==> config.mk <==
export PLATFORM = sky130hd
export DESIGN_NAME = bsd_input_stage
export DESIGN_NICKNAME = d
export VERILOG_FILES = /design/src/hw/rtl/bsd_pkg.sv /design/src/hw/rtl/bsd_input_stage.sv
export SDC_FILE = /design/constraint.sdc
export NUM_CORES = 2
export LEC_CHECK = 0
export BUFFER_PORTS_ARGS = -buffer_cell sky130_fd_sc_hd__buf_2
export CAP_MARGIN = 5
export CORE_UTILIZATION = 64
export CTS_CLUSTER_DIAMETER = 200
export DETAILED_ROUTE_END_ITERATION = 16
export PLACE_DENSITY = 0.89
export SYNTH_ARGS = -nofsm -noshare
export SYNTH_HDL_FRONTEND = slang
export SYNTH_SLANG_ARGS = --single-unit
==> constraint.sdc <==
create_clock -name aclk -period 30.1 [get_ports aclk]
set_clock_uncertainty 0.05 [all_clocks]
set_input_delay 1.505 -clock aclk [delete_from_list [all_inputs] [get_ports aclk]]
set_output_delay 1.505 -clock aclk [all_outputs]
set_load 0.02 [all_outputs]
==> src/hw/rtl/bsd_pkg.sv <==
`timescale 1ns / 1ps
// ----------------------------------------------------------------------------
// Bias stability detector package
// Word types, internal stage types and fixed-point constants that the
// input stage, the tracker and the top level share.
// ----------------------------------------------------------------------------
package bsd_pkg;

    localparam int AXES      = 3;
    localparam int TS_W      = 64;
    localparam int BIAS_W    = 24;
    localparam int VAR_W     = 32;
    localparam int LIM_W     = 23;
    localparam int LIM_SQ_W  = 2 * LIM_W;
    localparam int DIFF_W    = BIAS_W + 1;
    localparam int SQ_W      = 2 * DIFF_W;
    localparam int DSQ_W     = SQ_W + 2;
    localparam int DSQ100_W  = DSQ_W + 7;
    localparam int RATIO_W   = VAR_W + 7;

    localparam logic [VAR_W-1:0]   VAR_LIMIT = 32'd1099511628;
    localparam logic [RATIO_W-1:0] VAR_RATIO = 39'd100;
    localparam logic [TS_W-1:0]    STEADY_US = 64'd10000000;

    typedef struct packed {
        logic [TS_W-1:0]          timestamp_us;
        logic signed [BIAS_W-1:0] bias_x;
        logic signed [BIAS_W-1:0] bias_y;
        logic signed [BIAS_W-1:0] bias_z;
        logic [VAR_W-1:0]         variance_x;
        logic [VAR_W-1:0]         variance_y;
        logic [VAR_W-1:0]         variance_z;
        logic [LIM_W-1:0]         drift_limit;
        logic                     estimate_ok;
        logic                     learning_ok;
        logic                     air_entry;
    } bsd_in_t;

    typedef struct packed {
        logic            stable;
        logic [TS_W-1:0] stable_time_us;
        logic            estimate_valid;
    } bsd_out_t;

    typedef struct packed {
        logic [TS_W-1:0]             timestamp_us;
        logic [AXES-1:0][BIAS_W-1:0] bias;
        logic [LIM_SQ_W-1:0]         limit_sq;
        logic                        estimate_valid;
        logic                        learning_ok;
        logic                        air_entry;
    } bsd_item_t;

    typedef struct packed {
        logic      valid;
        bsd_item_t item;
    } bsd_stage_t;

endpackage

==> src/hw/rtl/bsd_input_stage.sv <==
`timescale 1ns / 1ps
// ----------------------------------------------------------------------------
// Bias stability detector input stage
// Registers an accepted word together with its variance verdict and the
// squared bias limit.
// ----------------------------------------------------------------------------
module bsd_input_stage
    import bsd_pkg::*;
(
    input  logic       aclk,
    input  logic       aresetn,
    input  logic       s_valid,
    output logic       s_ready,
    input  bsd_in_t    s_data,
    input  logic       advance,
    output bsd_stage_t stage
);

    logic            valid_reg;
    logic            valid_next;
    bsd_item_t       item_reg;
    logic            load;
    logic [VAR_W-1:0] vmax;
    logic [VAR_W-1:0] vmin;
    logic [RATIO_W-1:0] vmin_scaled;
    logic            var_ok;
    logic [LIM_SQ_W-1:0] limit_sq;

    assign s_ready = !valid_reg || advance;
    assign load    = s_valid && s_ready;

    always_comb begin
        vmax = s_data.variance_x;
        vmin = s_data.variance_x;
        if (s_data.variance_y > vmax) begin
            vmax = s_data.variance_y;
        end
        if (s_data.variance_z > vmax) begin
            vmax = s_data.variance_z;
        end
        if (s_data.variance_y < vmin) begin
            vmin = s_data.variance_y;
        end
        if (s_data.variance_z < vmin) begin
            vmin = s_data.variance_z;
        end
        vmin_scaled = RATIO_W'(vmin) * VAR_RATIO;
        var_ok      = (vmax < VAR_LIMIT) && (RATIO_W'(vmax) < vmin_scaled);
        limit_sq    = LIM_SQ_W'(s_data.drift_limit) * LIM_SQ_W'(s_data.drift_limit);
    end

    always_comb begin
        if (load) begin
            valid_next = 1'b1;
        end else if (advance) begin
            valid_next = 1'b0;
        end else begin
            valid_next = valid_reg;
        end
    end

    always_ff @(posedge aclk) begin
        if (!aresetn) begin
            valid_reg <= 1'b0;
        end else begin
            valid_reg <= valid_next;
        end
    end

    always_ff @(posedge aclk) begin
        if (load) begin
            item_reg.timestamp_us   <= s_data.timestamp_us;
            item_reg.bias           <= {s_data.bias_z, s_data.bias_y, s_data.bias_x};
            item_reg.limit_sq       <= limit_sq;
            item_reg.estimate_valid <= s_data.estimate_ok && var_ok;
            item_reg.learning_ok    <= s_data.learning_ok;
            item_reg.air_entry      <= s_data.air_entry;
        end
    end

    assign stage.valid = valid_reg;
    assign stage.item  = item_reg;

endmodule

==> run_results.csv <==
group,metric,value,unit
global_routing,grt_max_degree,88,
synth,synth_area,0.0286,sq mm
die,ioPinCount,449,
route,viasPerCell,5.77,
route,wl_met3,8680,um
worst_setup_path,worstSetupEndpointType,"flip-flop",
cts,numCtsBuffers,17,
synth,synth-async-reset-ratio,0,%
worst_hold_path,hold_path_class,"reg2reg",
final_layout,syn2layout_area_growth,11.9,%
die,start_util,64.7,%
sta,setup_violations,0,
global_routing,gr-usage-all-layers,37.9,%
sta,fin_crit,11.83,ns
cts,htree_levels,4,
worst_setup_path,slowest_delay,0.71,ns
synth,yosys.area_share.simple,10.9,%
synth,synth_seq_area_share,19.4,%
sta,tightest_slew,1.08,ns
synth,synth_xor_area_share,2.36,%
final_layout,area.sequential,0.00555,sq mm
global_routing,grt_pass1_vias,23670,
route,initialDrtViolationCount,1862,
die,dieArea,0.0455,sq mm
sta,rsz0062_at_grt,"false",
route,drc,0,
worst_setup_path,critPathArrivalTime,12.11,ns
sta,setup_tns,0,ns
cts,ctsLongestPathBuffers,2,
synth,synth.cells.most_frequent,"inv_1 (639), fa_1 (411), ha_1 (398)",
worst_setup_path,cp.required,30.38,ns
die,core,0.0441,sq mm
synth,synth_top_area_share,28.8,%
synth,yosys.area_share.adder,46.3,%
final_layout,drive_gt1_share,15.7,%
route,routed_wirelength,83500,um
place,dp_hpwl,67400,um
synth,netlist_instances,2913,
cts,clock-sinks,185,
sta,max_freq,84.6,MHz
synth,ys_warn_count,0,
synth,synthesis.nets,3984,
sta,fin_crit_sh,39.3,%
final_layout,nNetsFinal,4383,
global_routing,grt_overflow,0,
synth,synth.most_common_cell,"inv_1",
synth,synthMuxAreaShare,1.21,%
worst_setup_path,slowest_stage,"nor4_1",
final_layout,largest_reg_flops,184,
worst_setup_path,path_max_fanout,69,
final_layout,multi_input_area,0.0203,sq mm
sta,hold_viol_final,0,
global_routing,grt_antenna_before_repair,14,
place,place_congestion,1.01,
cts,clock-root-buffer,"clkbuf_16",
route,ant_nets,0,
route,topRoutingLayerUsed,"met5",
global_routing,grt_pass1_wl,128000,um
sta,slew_headroom,28.0,%
cts,cts_tree,"done",
cts,cts.hold.buffers_added,0,
route,wl_met1,30500,um
synth,synth_compound_area_share,10.2,%
die,die_w,213,um
die,die_y,213,um
cts,path_clk_slew,0.10,ns
die,num_rows,77,
cts,cts.repair.resized,0,
worst_setup_path,start_kind,"input port",
route,first_pass_iters,6,
synth,synth_seq_cells,185,
route,route.met2.wl,38900,um
route,wire_per_inst,21.3,um
final_layout,fillers,3142,
run,max_cap_viol_count,0,
worst_setup_path,path_class,"in2reg",
synth,ys_top_cells_by_area,"fa_1 (29%), edfxtp_1 (19%), ha_1 (17%)",
cts,cts_setup_buffers,0,
route,num_vias,22671,
outcome,outcome,"completed",
sta,maxSlewViolCount,0,
synth,yosys.area.top_type,"fa_1",
synth,synth.avg_cell_area,9.80,sq um
place,port_buffers,447,
synth,synth-edff-count,184,
synth,synth_cell_type_count,83,
worst_setup_path,crit_top_cell,"a21oi_1",
cts,insertion_delay,0.48,ns
synth,ys.flop_type,"edfxtp_1",
synth,synth_top_family_by_area,"adder cells",
==> area by class of cell <==
cell class	count	area share, %
clock inverters	15	0.646
well taps	592	2.32
diodes	12	0.0940
inverters	647	7.60
repair buffers	454	7.17
clock buffers	17	1.33
multi-input cells	2007	63.5
flip-flops and latches	185	17.4
==> stage by stage <==
step	setup slack (ns)	std cells	area [sq um]	util, %	hold slack, ns
final	18.27	3929	32000	72.4	0.506
after global routing	17.38	3924	31900	72.4	0.584
after CTS	18.57	3917	31900	72.3	0.509
after detailed placement	18.05	3885	31300	70.9	0.495
after global placement	18.38	3885	31300	70.9	0.474
after floorplan	19.31	2913	28600	-	0.603
==> per-layer routing <==
layer	track usage (%)	vias to the layer above
li1	-	10279
met1	44.2	10980
met4	23.3	8
met5	0.779	-
met3	11.4	303
met2	61.1	1101
==> cells by family after synthesis <==
family                   count (synthesis)
AO/OA/AOI/OAI                          454
XOR/XNOR                                77
adder cells (fa/ha/maj)                811
buffers and inverters                  721
flip-flops                             185
multiplexers                            34
other                                    1
AND/OR/NAND/NOR                        630
==> critical path: cells and delay by family <==
kind                       cells  cell delay (ns)
adders and majority gates      7             2.04
and+or+nand+nor                9             2.01
AOI/OAI and AO/OA             25             4.99
xor gates and xnor gates       2             0.33
buffers and inverters          4             1.20
==> layout by cell type, fill, tap and decap left out, types with 37 or more instances in the layout <==
master | synthesis | final
nand2_1 | 185 | 185
ha_1 | 398 | 398
nand3_1 | 37 | 37
xnor2_1 | 47 | 47
and2_1 | 130 | 129
o21ai_0 | 55 | 55
a21o_1 | 60 | 60
inv_1 | 639 | 639
a21oi_1 | 183 | 183
nor2_1 | 145 | 144
fa_1 | 411 | 411
edfxtp_1 | 184 | 184
buf_2 | 11 | 447
==> path summary, 6_finish.rpt <==
kind,slack [ns],startpoint,endpoint,depth (start not counted)
max,18.27,s_data[107],stage[2]$_DFFE_PP_,47
min,0.51,valid_reg$_SDFFE_PN0P_,valid_reg$_SDFFE_PN0P_,2
max reg2reg,26.93,valid_reg$_SDFFE_PN0P_,stage[24]$_DFFE_PP_,4
min reg2reg,0.51,valid_reg$_SDFFE_PN0P_,valid_reg$_SDFFE_PN0P_,2
Power is not shown: default switching activity piles up to over one toggle a cycle in this logic, so the estimate is an artifact.
